--- config.mk ---
export PLATFORM = sky130hd
export DESIGN_NAME = modbus_motor_speed_framer_core
export DESIGN_NICKNAME = d
export VERILOG_FILES = /design/src/sv/mmsf_pkg.sv /design/src/sv/mmsf_front.sv /design/src/sv/mmsf_queue.sv /design/src/sv/mmsf_back.sv /design/src/sv/modbus_motor_speed_framer_core.sv
export SDC_FILE = /design/constraint.sdc
export NUM_CORES = 1
export LEC_CHECK = 0
export ABC_AREA = 1
export BUFFER_PORTS_ARGS = -buffer_cell sky130_fd_sc_hd__clkbuf_2
export CAP_MARGIN = 40
export CORE_MARGIN = 10
export CORE_UTILIZATION = 60
export CTS_CLUSTER_DIAMETER = 120
export DETAILED_ROUTE_END_ITERATION = 10
export GPL_TIMING_DRIVEN = 0
export PLACE_DENSITY = 0.92
export SETUP_SLACK_MARGIN = 0.5
export SYNTH_ARGS = -nofsm -noshare
export SYNTH_HDL_FRONTEND = slang
export SYNTH_SLANG_ARGS = --single-unit
--- constraint.sdc ---
create_clock -name clk -period 3.7 [get_ports clk]
set_input_delay 0.185 -clock clk [delete_from_list [all_inputs] [get_ports clk]]
set_output_delay 0.185 -clock clk [all_outputs]
set_load 0.05 [all_outputs]
--- src/sv/mmsf_pkg.sv ---
// ----------------------------------------------------------------------------
// mmsf_pkg
// Shared types, codes and the byte-wise CRC-16/Modbus update for the
// motor speed framer.
// ----------------------------------------------------------------------------
package mmsf_pkg;

	localparam int unsigned FRAME_LEN = 8;
	localparam int unsigned POS_W     = $clog2(FRAME_LEN);

	// configuration register indexes
	localparam logic [7:0] CFG_DEVICE_ID = 8'd0;
	localparam logic [7:0] CFG_REG_ADDR  = 8'd1;

	localparam logic [7:0]  DEVICE_ID_RESET = 8'h00;
	localparam logic [15:0] REG_ADDR_RESET  = 16'h0001;

	localparam logic [7:0]  FUNC_WRITE_SINGLE = 8'h06;
	localparam logic [15:0] CRC_INIT          = 16'hFFFF;
	localparam logic [15:0] CRC_POLY          = 16'hA001;

	// one classified command, front to back
	typedef struct packed {
		logic        err;
		logic        brl;
		logic        brr;
		logic [7:0]  dev;
		logic [15:0] addr;
		logic [7:0]  neg_l;
		logic [7:0]  neg_r;
	} cmd_t;

	// reflected CRC-16, one byte
	function automatic logic [15:0] crc_byte(input logic [15:0] crc, input logic [7:0] b);
		logic [15:0] c;
		c = crc ^ {8'h00, b};
		for (int i = 0; i < 8; i++) begin
			if (c[0]) begin
				c = (c >> 1) ^ CRC_POLY;
			end else begin
				c = c >> 1;
			end
		end
		return c;
	endfunction

endpackage

--- src/sv/mmsf_front.sv ---
// ----------------------------------------------------------------------------
// mmsf_front
// Accepts speed pairs, checks range, tracks brake flags, holds config and
// builds one command request for the back end.
// ----------------------------------------------------------------------------
module mmsf_front import mmsf_pkg::*; #(
	parameter int SPEED_LIMIT = 100
) (
	input  logic        clk,
	input  logic        arst_n,
	input  logic        s_tvalid,
	output logic        s_tready,
	input  logic [15:0] s_tdata,
	input  logic        cfg_valid,
	output logic        cfg_ready,
	input  logic [7:0]  cfg_index,
	input  logic [15:0] cfg_data,
	output logic        q_push,
	output cmd_t        q_wdata,
	input  logic        q_full
);

	localparam logic signed [8:0] LIM_P = 9'(SPEED_LIMIT);
	localparam logic signed [8:0] LIM_N = 9'(-SPEED_LIMIT);

	logic [7:0]  dev_q;
	logic [15:0] addr_q;
	logic        brl_q;
	logic        brr_q;

	logic signed [8:0] left_x;
	logic signed [8:0] right_x;
	logic              bad;
	logic              nz_l;
	logic              nz_r;

	assign s_tready  = !q_full;
	assign cfg_ready = 1'b1;
	assign q_push    = s_tvalid && s_tready;

	assign left_x  = $signed({s_tdata[7], s_tdata[7:0]});
	assign right_x = $signed({s_tdata[15], s_tdata[15:8]});
	assign bad     = (left_x > LIM_P) || (left_x < LIM_N) ||
	                 (right_x > LIM_P) || (right_x < LIM_N);
	assign nz_l    = (s_tdata[7:0] != 8'h00);
	assign nz_r    = (s_tdata[15:8] != 8'h00);

	always_comb begin
		q_wdata.err   = bad;
		q_wdata.brl   = bad ? brl_q : nz_l;
		q_wdata.brr   = bad ? brr_q : nz_r;
		q_wdata.dev   = dev_q;
		q_wdata.addr  = addr_q;
		q_wdata.neg_l = 8'(8'h00 - s_tdata[7:0]);
		q_wdata.neg_r = 8'(8'h00 - s_tdata[15:8]);
	end

	always_ff @(posedge clk or negedge arst_n) begin
		if (!arst_n) begin
			dev_q  <= DEVICE_ID_RESET;
			addr_q <= REG_ADDR_RESET;
			brl_q  <= 1'b0;
			brr_q  <= 1'b0;
		end else begin
			if (cfg_valid && cfg_ready) begin
				case (cfg_index)
					CFG_DEVICE_ID: dev_q  <= cfg_data[7:0];
					CFG_REG_ADDR:  addr_q <= cfg_data;
					default: ;
				endcase
			end
			if (q_push && !bad) begin
				brl_q <= nz_l;
				brr_q <= nz_r;
			end
		end
	end

endmodule

--- src/sv/mmsf_queue.sv ---
// ----------------------------------------------------------------------------
// mmsf_queue
// Small command FIFO between front and back.
// ----------------------------------------------------------------------------
module mmsf_queue import mmsf_pkg::*; #(
	parameter int DEPTH = 2
) (
	input  logic clk,
	input  logic arst_n,
	input  logic push,
	input  cmd_t wdata,
	output logic full,
	input  logic pop,
	output logic valid,
	output cmd_t rdata
);

	localparam int AW = (DEPTH > 1) ? $clog2(DEPTH) : 1;
	localparam int CW = $clog2(DEPTH + 1);

	cmd_t          mem_q [DEPTH];
	logic [AW-1:0] wr_q;
	logic [AW-1:0] rd_q;
	logic [CW-1:0] cnt_q;

	assign full  = (cnt_q == CW'(DEPTH));
	assign valid = (cnt_q != '0);
	assign rdata = mem_q[rd_q];

	always_ff @(posedge clk) begin
		if (push && !full) begin
			mem_q[wr_q] <= wdata;
		end
	end

	always_ff @(posedge clk or negedge arst_n) begin
		if (!arst_n) begin
			wr_q  <= '0;
			rd_q  <= '0;
			cnt_q <= '0;
		end else begin
			if (push && !full) begin
				wr_q <= (wr_q == AW'(DEPTH - 1)) ? '0 : wr_q + 1'b1;
			end
			if (pop && valid) begin
				rd_q <= (rd_q == AW'(DEPTH - 1)) ? '0 : rd_q + 1'b1;
			end
			case ({push && !full, pop && valid})
				2'b10:   cnt_q <= cnt_q + 1'b1;
				2'b01:   cnt_q <= cnt_q - 1'b1;
				default: ;
			endcase
		end
	end

endmodule

--- src/sv/mmsf_back.sv ---
// ----------------------------------------------------------------------------
// mmsf_back
// Serializes one command into frame bytes, CRC folded in a byte per cycle while m_* is not stalled.
// ----------------------------------------------------------------------------
module mmsf_back import mmsf_pkg::*; (
	input  logic       clk,
	input  logic       arst_n,
	input  logic       q_valid,
	input  cmd_t       q_rdata,
	output logic       q_pop,
	output logic       m_tvalid,
	input  logic       m_tready,
	output logic [7:0] m_tdata,
	output logic       m_tlast,
	output logic [2:0] m_tuser
);

	// first byte position that carries the CRC itself
	localparam logic [POS_W-1:0] CRC_LO_POS = POS_W'(FRAME_LEN - 2);

	logic [POS_W-1:0] pos_q;
	logic [15:0]      crc_q;
	logic [15:0]      crc_base;
	logic [7:0]       byte_c;
	logic             last_c;
	logic             take;

	assign take     = q_valid && (!m_tvalid || m_tready);
	assign last_c   = q_rdata.err || (pos_q == POS_W'(FRAME_LEN - 1));
	assign q_pop    = take && last_c;
	assign crc_base = (pos_q == '0) ? CRC_INIT : crc_q;

	always_comb begin
		case (pos_q)
			3'd0:    byte_c = q_rdata.dev;
			3'd1:    byte_c = FUNC_WRITE_SINGLE;
			3'd2:    byte_c = q_rdata.addr[15:8];
			3'd3:    byte_c = q_rdata.addr[7:0];
			3'd4:    byte_c = q_rdata.neg_l;
			3'd5:    byte_c = q_rdata.neg_r;
			3'd6:    byte_c = crc_q[7:0];
			default: byte_c = crc_q[15:8];
		endcase
	end

	always_ff @(posedge clk or negedge arst_n) begin
		if (!arst_n) begin
			m_tvalid <= 1'b0;
			pos_q    <= '0;
		end else begin
			if (take) begin
				m_tvalid <= 1'b1;
				pos_q    <= q_rdata.err ? '0 : pos_q + 1'b1;
			end else if (m_tready) begin
				m_tvalid <= 1'b0;
			end
		end
	end

	always_ff @(posedge clk) begin
		if (take) begin
			m_tdata <= q_rdata.err ? 8'h00 : byte_c;
			m_tlast <= last_c;
			m_tuser <= {q_rdata.brr, q_rdata.brl, q_rdata.err};
		end
		// CRC holds once its own bytes go out
		if (take && (pos_q < CRC_LO_POS)) begin
			crc_q <= crc_byte(crc_base, byte_c);
		end
	end

endmodule

--- src/sv/modbus_motor_speed_framer_core.sv ---
// ----------------------------------------------------------------------------
// modbus_motor_speed_framer_core
// Wheel speed pair in, Modbus RTU write-single-register frame out, one byte
// per transfer, CRC-16/Modbus appended low byte first.
// ----------------------------------------------------------------------------
//
//  channel   | direction | handshake          | payload
//  ----------+-----------+--------------------+----------------------------------
//  s_*       | in        | s_tvalid/s_tready  | s_tdata: left_speed, right_speed
//  m_*       | out       | m_tvalid/m_tready  | m_tdata, m_tlast, m_tuser
//  cfg_*     | in        | cfg_valid/cfg_ready| cfg_index, cfg_data
//
//  A valid command yields 8 frame bytes, one per output transfer; an out of
//  range command yields a single error byte. The byte serializer in the
//  back end produces these bytes.
//  The front takes a new request while the back is still sending, as long as
//  the command queue has room; an accepted request is written into the queue
//  and its first byte is then registered onto m_* by the back end.
//  m_tready low freezes the serializer; the queue then fills and s_tready drops.
//  Reset clears brake flags, config to device 0 / register 1, and the queue.
//
module modbus_motor_speed_framer_core import mmsf_pkg::*; #(
	parameter int SPEED_LIMIT = 100,
	parameter int QUEUE_DEPTH = 2
) (
	input  logic        clk,
	input  logic        arst_n,
	// slave stream: speed request
	input  logic        s_tvalid,
	output logic        s_tready,
	input  logic [15:0] s_tdata,   // [7:0] left_speed, [15:8] right_speed
	// master stream: frame bytes
	output logic        m_tvalid,
	input  logic        m_tready,
	output logic [7:0]  m_tdata,   // [7:0] tx_byte
	output logic        m_tlast,   // last_byte
	output logic [2:0]  m_tuser,   // [0] status, [1] brake_release_left,
	                               // [2] brake_release_right
	// config write channel
	input  logic        cfg_valid,
	output logic        cfg_ready,
	input  logic [7:0]  cfg_index, // 0 device_id, 1 register_address
	input  logic [15:0] cfg_data
);

	// front -> queue
	logic q_push;
	cmd_t q_wdata;
	logic q_full;
	// queue -> back
	logic q_valid;
	cmd_t q_rdata;
	logic q_pop;

	// range check, brake flags, config, speed negation
	mmsf_front #(
		.SPEED_LIMIT(SPEED_LIMIT)
	) u_front (
		.clk       (clk),
		.arst_n    (arst_n),
		.s_tvalid  (s_tvalid),
		.s_tready  (s_tready),
		.s_tdata   (s_tdata),
		.cfg_valid (cfg_valid),
		.cfg_ready (cfg_ready),
		.cfg_index (cfg_index),
		.cfg_data  (cfg_data),
		.q_push    (q_push),
		.q_wdata   (q_wdata),
		.q_full    (q_full)
	);

	// decouples intake from byte output
	mmsf_queue #(
		.DEPTH(QUEUE_DEPTH)
	) u_queue (
		.clk    (clk),
		.arst_n (arst_n),
		.push   (q_push),
		.wdata  (q_wdata),
		.full   (q_full),
		.pop    (q_pop),
		.valid  (q_valid),
		.rdata  (q_rdata)
	);

	// byte serializer with running CRC; output register on m_*
	mmsf_back u_back (
		.clk      (clk),
		.arst_n   (arst_n),
		.q_valid  (q_valid),
		.q_rdata  (q_rdata),
		.q_pop    (q_pop),
		.m_tvalid (m_tvalid),
		.m_tready (m_tready),
		.m_tdata  (m_tdata),
		.m_tlast  (m_tlast),
		.m_tuser  (m_tuser)
	);

endmodule

-- Word-level counts from Yosys, hierarchy flattened
Memory sizes are Yosys's and may differ from the RTL's.
Index checks and enable logic that the tools add are counted.
- output and inout bits: 15
- register bits after elaboration: 62
- ROM bits: 0
- input bits: 45
- bits in writable memories: 86
- latch bits: 0
- memories kept: 1
- divide/modulo/power cells: 0
- equality and inequality tests: 11
- bitwise operators: 9
- $add $sub $neg: 7
- shift operators: 0
- mux-type cells: 27
- multipliers: 0
- reductions and logical operators: 24
- order comparisons: 5
- memory list (name ; depth ; bits a word ; read ports ; clocked after memory_dff ; write ports ; line ; text):
    u_queue.mem_q ; 2 ; 43 ; 1 ; 0 ; 1 ; mmsf_queue.sv:21 ; cmd_t mem_q [DEPTH];
- operators with widths (operator ; count):
    16-bit 2-to-1 mux ; 15
    8-bit one-hot mux with 7 select lines ; 1
    2-bit NOT with 3-bit output ; 8
    8-bit greater-than comparator (second input constant) ; 2
    8-bit less-than comparator (second input constant) ; 2
    8-bit nonzero test ; 2
    1-bit by 8-bit subtractor with 8-bit output (first input constant) ; 2
    16-bit by 8-bit XOR with 16-bit output ; 1
    14-bit 2-to-1 mux ; 1
    3-bit == test (second input constant) ; 4
    8-bit by 1-bit == test with 1-bit output (second input constant) ; 1
    8-bit logical NOT ; 1
    1-bit 2-to-1 mux ; 8
    1-bit logical AND ; 7
    3-bit by 2-bit == test with 1-bit output (second input constant) ; 2
    2-bit nonzero test ; 3
    1-bit logical OR ; 5
    2-bit == test (second input constant) ; 2
    2-bit one-hot mux with 2 select lines ; 1
    2-bit AND reduction ; 2
    3-bit by 1-bit adder with 3-bit output (second input constant) ; 1
    3-bit by 1-bit == test with 1-bit output (second input constant) ; 1
    1-bit logical NOT ; 3
    3-bit logical NOT ; 1
    6 further kinds ; 7

-- Longest topological paths before layout
- word-level depth: 26
- depth in mapped cells: 22
- mapped depth without buffers: 21

-- By module
A second synthesis with hierarchy kept.
- cell total of the unflattened synthesis: 752
- area, all modules: 7628.6 µm²
- by module, submodules not included (module ; times used ; sequential area each (µm²) ; cells an instance ; area an instance (µm²)):
    mmsf_queue ; 1 ; 2682.6 ; 256 ; 3838.7
    mmsf_back ; 1 ; 940.9 ; 298 ; 2294.7
    mmsf_front ; 1 ; 651.9 ; 198 ; 1495.2

-- Worst setup path before layout
No wires, ideal clock.
- path type: reg-to-reg
- start point: reg u_queue.cnt_q[0]
- end point: mem u_queue.mem_q[1][0] in the netlist's numbering, enable pin
- clock period less this slack: 3305 ps
- arrival: 2860 ps
- path buffers: 0
- setup time: 445 ps
- slack: 395 ps
- stages on the path, launching flop included: 5
- cell sequence: dfrtp_1 > inv_1 > nand2_1 > nand2_1 > nor2_1
- cells in the longest elaborated chain, start to end: 6
- RTL lines (element ; line ; text):
    start, declared ; mmsf_queue.sv:24 ; logic [CW-1:0] cnt_q;
    start signal, assigned ; mmsf_queue.sv:49 ; 2'b10: cnt_q <= cnt_q + 1'b1;
    start signal, assigned ; mmsf_queue.sv:50 ; 2'b01: cnt_q <= cnt_q - 1'b1;
    2-bit == test * ; mmsf_queue.sv:26 ; assign full = (cnt_q == CW'(DEPTH));
    1-bit logical NOT * ; mmsf_front.sv:37 ; assign s_tready = !q_full;
    net s_tready ; modbus_motor_speed_framer_core.sv:30 ; output logic s_tready,
    1-bit logical AND ; mmsf_front.sv:39 ; assign q_push = s_tvalid && s_tready;
    1-bit logical AND * ; mmsf_queue.sv:31 ; if (push && !full) begin
    1-bit 2-to-1 mux * ; mmsf_queue.sv:31 ;
    1-bit 2-to-1 mux (not written as such) * ; mmsf_queue.sv:32 ; mem_q[wr_q] <= wdata;
    end, declared ; mmsf_queue.sv:21 ;
The timed path passes the listed nets; every way through them passes the cells marked *.

-- Worst setup path after layout
- start point: reg u_back.pos_q[0]
- end point: reg u_back.crc_q[0], data pin
- cells in the longest elaborated chain, start to end: 19
- elaborated cells on any way between the ends: 33
- RTL lines (element ; line ; text):
    start, declared ; mmsf_back.sv:21 ; logic [POS_W-1:0] pos_q;
    start signal, assigned ; mmsf_back.sv:53 ; pos_q <= q_rdata.err ? '0 : pos_q + 1'b1;
    3-bit == test (tied with other cells) ; mmsf_back.sv:34 ; case (pos_q)
    8-bit one-hot mux with 7 select lines / 16-bit 2-to-1 mux (equally long branches) ; mmsf_back.sv:34, mmsf_back.sv:31 ;
    16-bit by 8-bit XOR with 16-bit output * ; mmsf_pkg.sv:36 ; c = crc ^ {8'h00, b};
    16-bit 2-to-1 mux * ; mmsf_pkg.sv:38 ; if (c[0]) begin
    16-bit 2-to-1 mux * ; mmsf_back.sv:67 ; if (take && (pos_q < CRC_LO_POS)) begin
    16-bit 2-to-1 mux * ; mmsf_pkg.sv:38 ;
    16-bit 2-to-1 mux * ; mmsf_back.sv:67 ;
    16-bit 2-to-1 mux * ; mmsf_pkg.sv:38 ;
    [... 3 more ...] ; n/a ;
    16-bit 2-to-1 mux * ; mmsf_pkg.sv:38 ;
    16-bit 2-to-1 mux * ; mmsf_back.sv:67 ;
    16-bit 2-to-1 mux * ; mmsf_pkg.sv:38 ;
    16-bit 2-to-1 mux * ; mmsf_back.sv:67 ;
    2-bit NOT with 3-bit output (no line) (tied with other cells) ; n/a ;
    16-bit 2-to-1 mux * ; mmsf_pkg.sv:38 ;
    16-bit 2-to-1 mux * ; mmsf_back.sv:67 ;
    14-bit 2-to-1 mux * ; mmsf_pkg.sv:38 ;
    end signal, assigned ; mmsf_back.sv:68 ; crc_q <= crc_byte(crc_base, byte_c);
    end, declared ; mmsf_back.sv:22 ; logic [15:0] crc_q;
Every way passes the cells marked *; elsewhere a longest branch is shown, timed or not. The select of a mux whose other input is x is not followed.
A chain may end at the register's enable or synchronous reset.

==> flow_summary.json <==
{
  "status": "completed",
  "grt_pass1_vias": 5093,
  "hp-class": "input port to flop",
  "grt_pass1_wl_um": 24400,
  "drc": 0,
  "via_count": 5077,
  "initialDrtViolationCount": 427,
  "critPathMaxStageDelay_ns": 0.43,
  "fin_util_pct": 72.21,
  "hold_path_end": "u_front.addr_q[15]",
  "wl_per_cell_um": 16.30,
  "fmax_ghz": 0.3441,
  "clk_latency_ns": 0.42,
  "cts_root_buf": "clkbuf_16",
  "syn-cell-area_um2": 6930,
  "period_share_pct": 78.54,
  "cts.clk_slew.worst_paths_ns": 0.06,
  "synth_cells": 687,
  "rsz0062_at_grt": "no",
  "placed_area_um2": 7477,
  "cp_max_fo": 9,
  "worstSetupStartpointType": "flop",
  "layout_commonest_cell": "nand2_1",
  "die_h_um": 127.5,
  "tightest_slew_ns": 0.8414,
  "core_um2": 11370,
  "rr_startpoint": "u_back.pos_q[0]",
  "stdcell_area_um2": 8210,
  "min_period_ns": 2.906,
  "holdCritStartpoint": "cfg_data[15]",
  "die_area_um2": 16250,
  "syn_to_final_growth_pct": 18.47,
  "layout_common_cells": "nand2_1, edfxtp_1, inv_1, clkbuf_2, nor2_1",
  "clock_sinks": 148,
  "first_pass_iters": 7,
  "overflow": 0,
  "drive_gt1_share_pct": 20.55,
  "reg2reg_to": "u_back.crc_q[0]",
  "rrSetupSlack_ns": 0.79,
  "slew_headroom_pct": 43.91,
  "ant_nets": 0,
  "ys_warn_count": 0,
  "track_usage_pct": 19.04,
  "clk_path_buf_depth": 2,
  "fin_nets": 834,
  "slowest_stage": "dfrtp_1",
  "gp_congestion": 0.8905,
  "crit_type": "flop to flop",
  "antenna_cells": 0,
  "leakage_nw": 3.748,
  "nFillCells": 716,
  "setup_ws_ns": 0.7941,
  "yosysSeqAreaShare_pct": 61.69,
  "whs_ns": 0.01359,
  "hold_depth": 2,
  "vdd.ir_drop.worst_mv": 0.8463,
  "synth_cell_types": 37,
  "syn-num-nets": 741,
  "ys_seq_elements": 148,
  "worstSetupEndpointType": "flop",
  "start_util_pct": 60.96,
  "required_ns": 3.88,
  "ioPinCount": 60,
  "place_ws_ns": 0.7259,
  "routed_wl_um": 15260,
  "syn_avg_cell_area_um2": 10.09,
  "setup_violations": 0,
  "portBuffers": 58,
  "fin_skew_ns": 0.009763,
  "slew_viol_final": 0,
  "critPathArrivalTime_ns": 3.09,
  "hold_violations": 0,
  "hpwl_um": 10720,
  "powerDensity_nw_per_um2": 965.5,
  "grt_max_degree": 35,
  "fin_setup_tns_ns": 0,
  "crit_chain": "ha_1, ha_1, buf_2, nor2_1, nand2_1, inv_2, nand2_1, nand2_2, nand2_1, nand2_1, nand2_2, nand2_4, nor2_1, nor2_2, nand2_2, nand2_2, nand2_2, nand3_1, nand2_1",
  "cts_buffers": 17,
  "drv_cap": 0,
  "antenna_found_initial": 0,
  "die_w_um": 127.5,
  "reg2regPathDepth": 19,
  "row_count": 39,
  "cts-htree-levels": 4,
  "via_per_inst": 5.424,
  "cts_tree": "yes"
}
==> worst max-delay path by stage <==
stage / start / to / slack, ns
after floorplan: u_queue.cnt_q[0] / u_queue.mem_q[1][0] / 1.09
after global routing: u_back.pos_q[0] / u_back.crc_q[0] / 0.57
after global placement: u_back.pos_q[0] / u_back.crc_q[0] / 0.82
final: u_back.pos_q[0] / u_back.crc_q[0] / 0.79
after detailed placement: u_back.pos_q[0] / u_back.crc_q[0] / 0.73
after CTS: u_back.pos_q[0] / u_back.crc_q[0] / 0.72
==> routing by layer <==
metal | up-vias | global-route usage (%) | wire length (um)
li1 | 2429 | - | -
met1 | 2374 | 21.17 | 5885
met2 | 224 | 31.49 | 7492
met3 | 50 | 6.452 | 1231
met4 | 0 | 10.58 | 651
met5 | - | 0 | 0
==> critical path: cells and delay by family, from the launching register on <==
| kind | cells | cell delay (ns) |
|---|---|---|
| flip-flops | 1 | 0.43 |
| buffers and inverters | 2 | 0.39 |
| AND/OR/NAND/NOR | 15 | 1.44 |
| adder cells (fa/ha/maj) | 2 | 0.43 |
==> repair_timing <==
item	CTS	global route
endpoints found under the setup margin	0	1
hold buffers	13	0
resized for setup	0	1
buffers inserted	0	0
endpoints found under the hold margin	48	0
==> power breakdown <==
part	switching [mW]	internal, mW	leakage [nW]
Clock	0.686	1.03	0.288
Sequential	0.185	2.50	1.53
Combinational	2.43	1.09	1.93
==> cells by family after synthesis <==
logic type                 Yosys count  share of synthesized area, %
AOI/OAI and AO/OA                   49                         3.737
muxes                                8                         1.300
xor gates and xnor gates            21                         2.654
and+or+nand+nor                    347                         22.31
other                                1                       0.05411
DFF                                148                         61.69
buffers and inverters              104                         6.626
adders and majority gates            9                         1.625
==> cell usage after synthesis <==
library cell	instances	area share [%]
clkbuf_1	2	0.11
nand3b_1	3	0.32
inv_1	82	4.4
o21ai_2	1	0.13
or4_1	1	0.11
nand3_1	33	2.4
nor2_4	4	0.65
xor2_1	15	1.9
nand2_1	207	11
inv_2	6	0.32
nand4_1	9	0.81
nand2_2	17	1.5
nor3_2	1	0.14
xnor2_1	6	0.76
nand3_2	6	0.87
nor4_1	1	0.090
nor4_2	1	0.18
o311ai_0	1	0.13
o21ai_0	33	2.4
nor2_1	49	2.7
buf_2	4	0.29
nor3_1	4	0.29
or2_1	3	0.27
a21oi_1	11	0.79
o2111ai_1	1	0.13
buf_4	3	0.32
or2_2	6	0.54
conb_1	1	0.054
dfstp_2	1	0.38
edfxtp_1	114	49
ha_1	9	1.6
dfrtp_1	33	12
nor2_2	1	0.090
buf_6	7	1.1
mux2_2	8	1.3
nand2_4	1	0.16
o22ai_1	2	0.18
==> sequential cells by signal, summed over array words and instances, names as in the netlist <==
register         count
u_back.m_tvalid      1
u_back.m_tlast       1
u_back.m_tuser       3
u_queue.mem_q       86
u_front.dev_q        8
u_back.pos_q         3
u_front.brr_q        1
u_back.crc_q        16
u_queue.wr_q         1
u_queue.cnt_q        2
u_front.brl_q        1
u_queue.rd_q         1
u_back.m_tdata       8
u_front.addr_q      16
==> area by class of cell <==
| type | instances | area, um2 | share of cell area, % |
|---|---|---|---|
| repair buffers | 74 | 479.2 | 5.837 |
| clock buffers | 21 | 493.0 | 6.004 |
| flip-flops and latches | 148 | 4275 | 52.07 |
| multi-input cells | 435 | 2215 | 26.97 |
| well taps | 143 | 178.9 | 2.179 |
| plain buffers | 16 | 128.9 | 1.570 |
| clock inverters | 11 | 110.1 | 1.341 |
| inverters | 88 | 330.3 | 4.023 |
==> metrics by stage <==
stage	cells	power [mW]
global placement	888	5.967
global route	936	8.421
CTS	936	7.902
floorplan	687	5.298
detailed placement	891	6.170
finish	936	7.927
(Power assumes the default switching activity.)
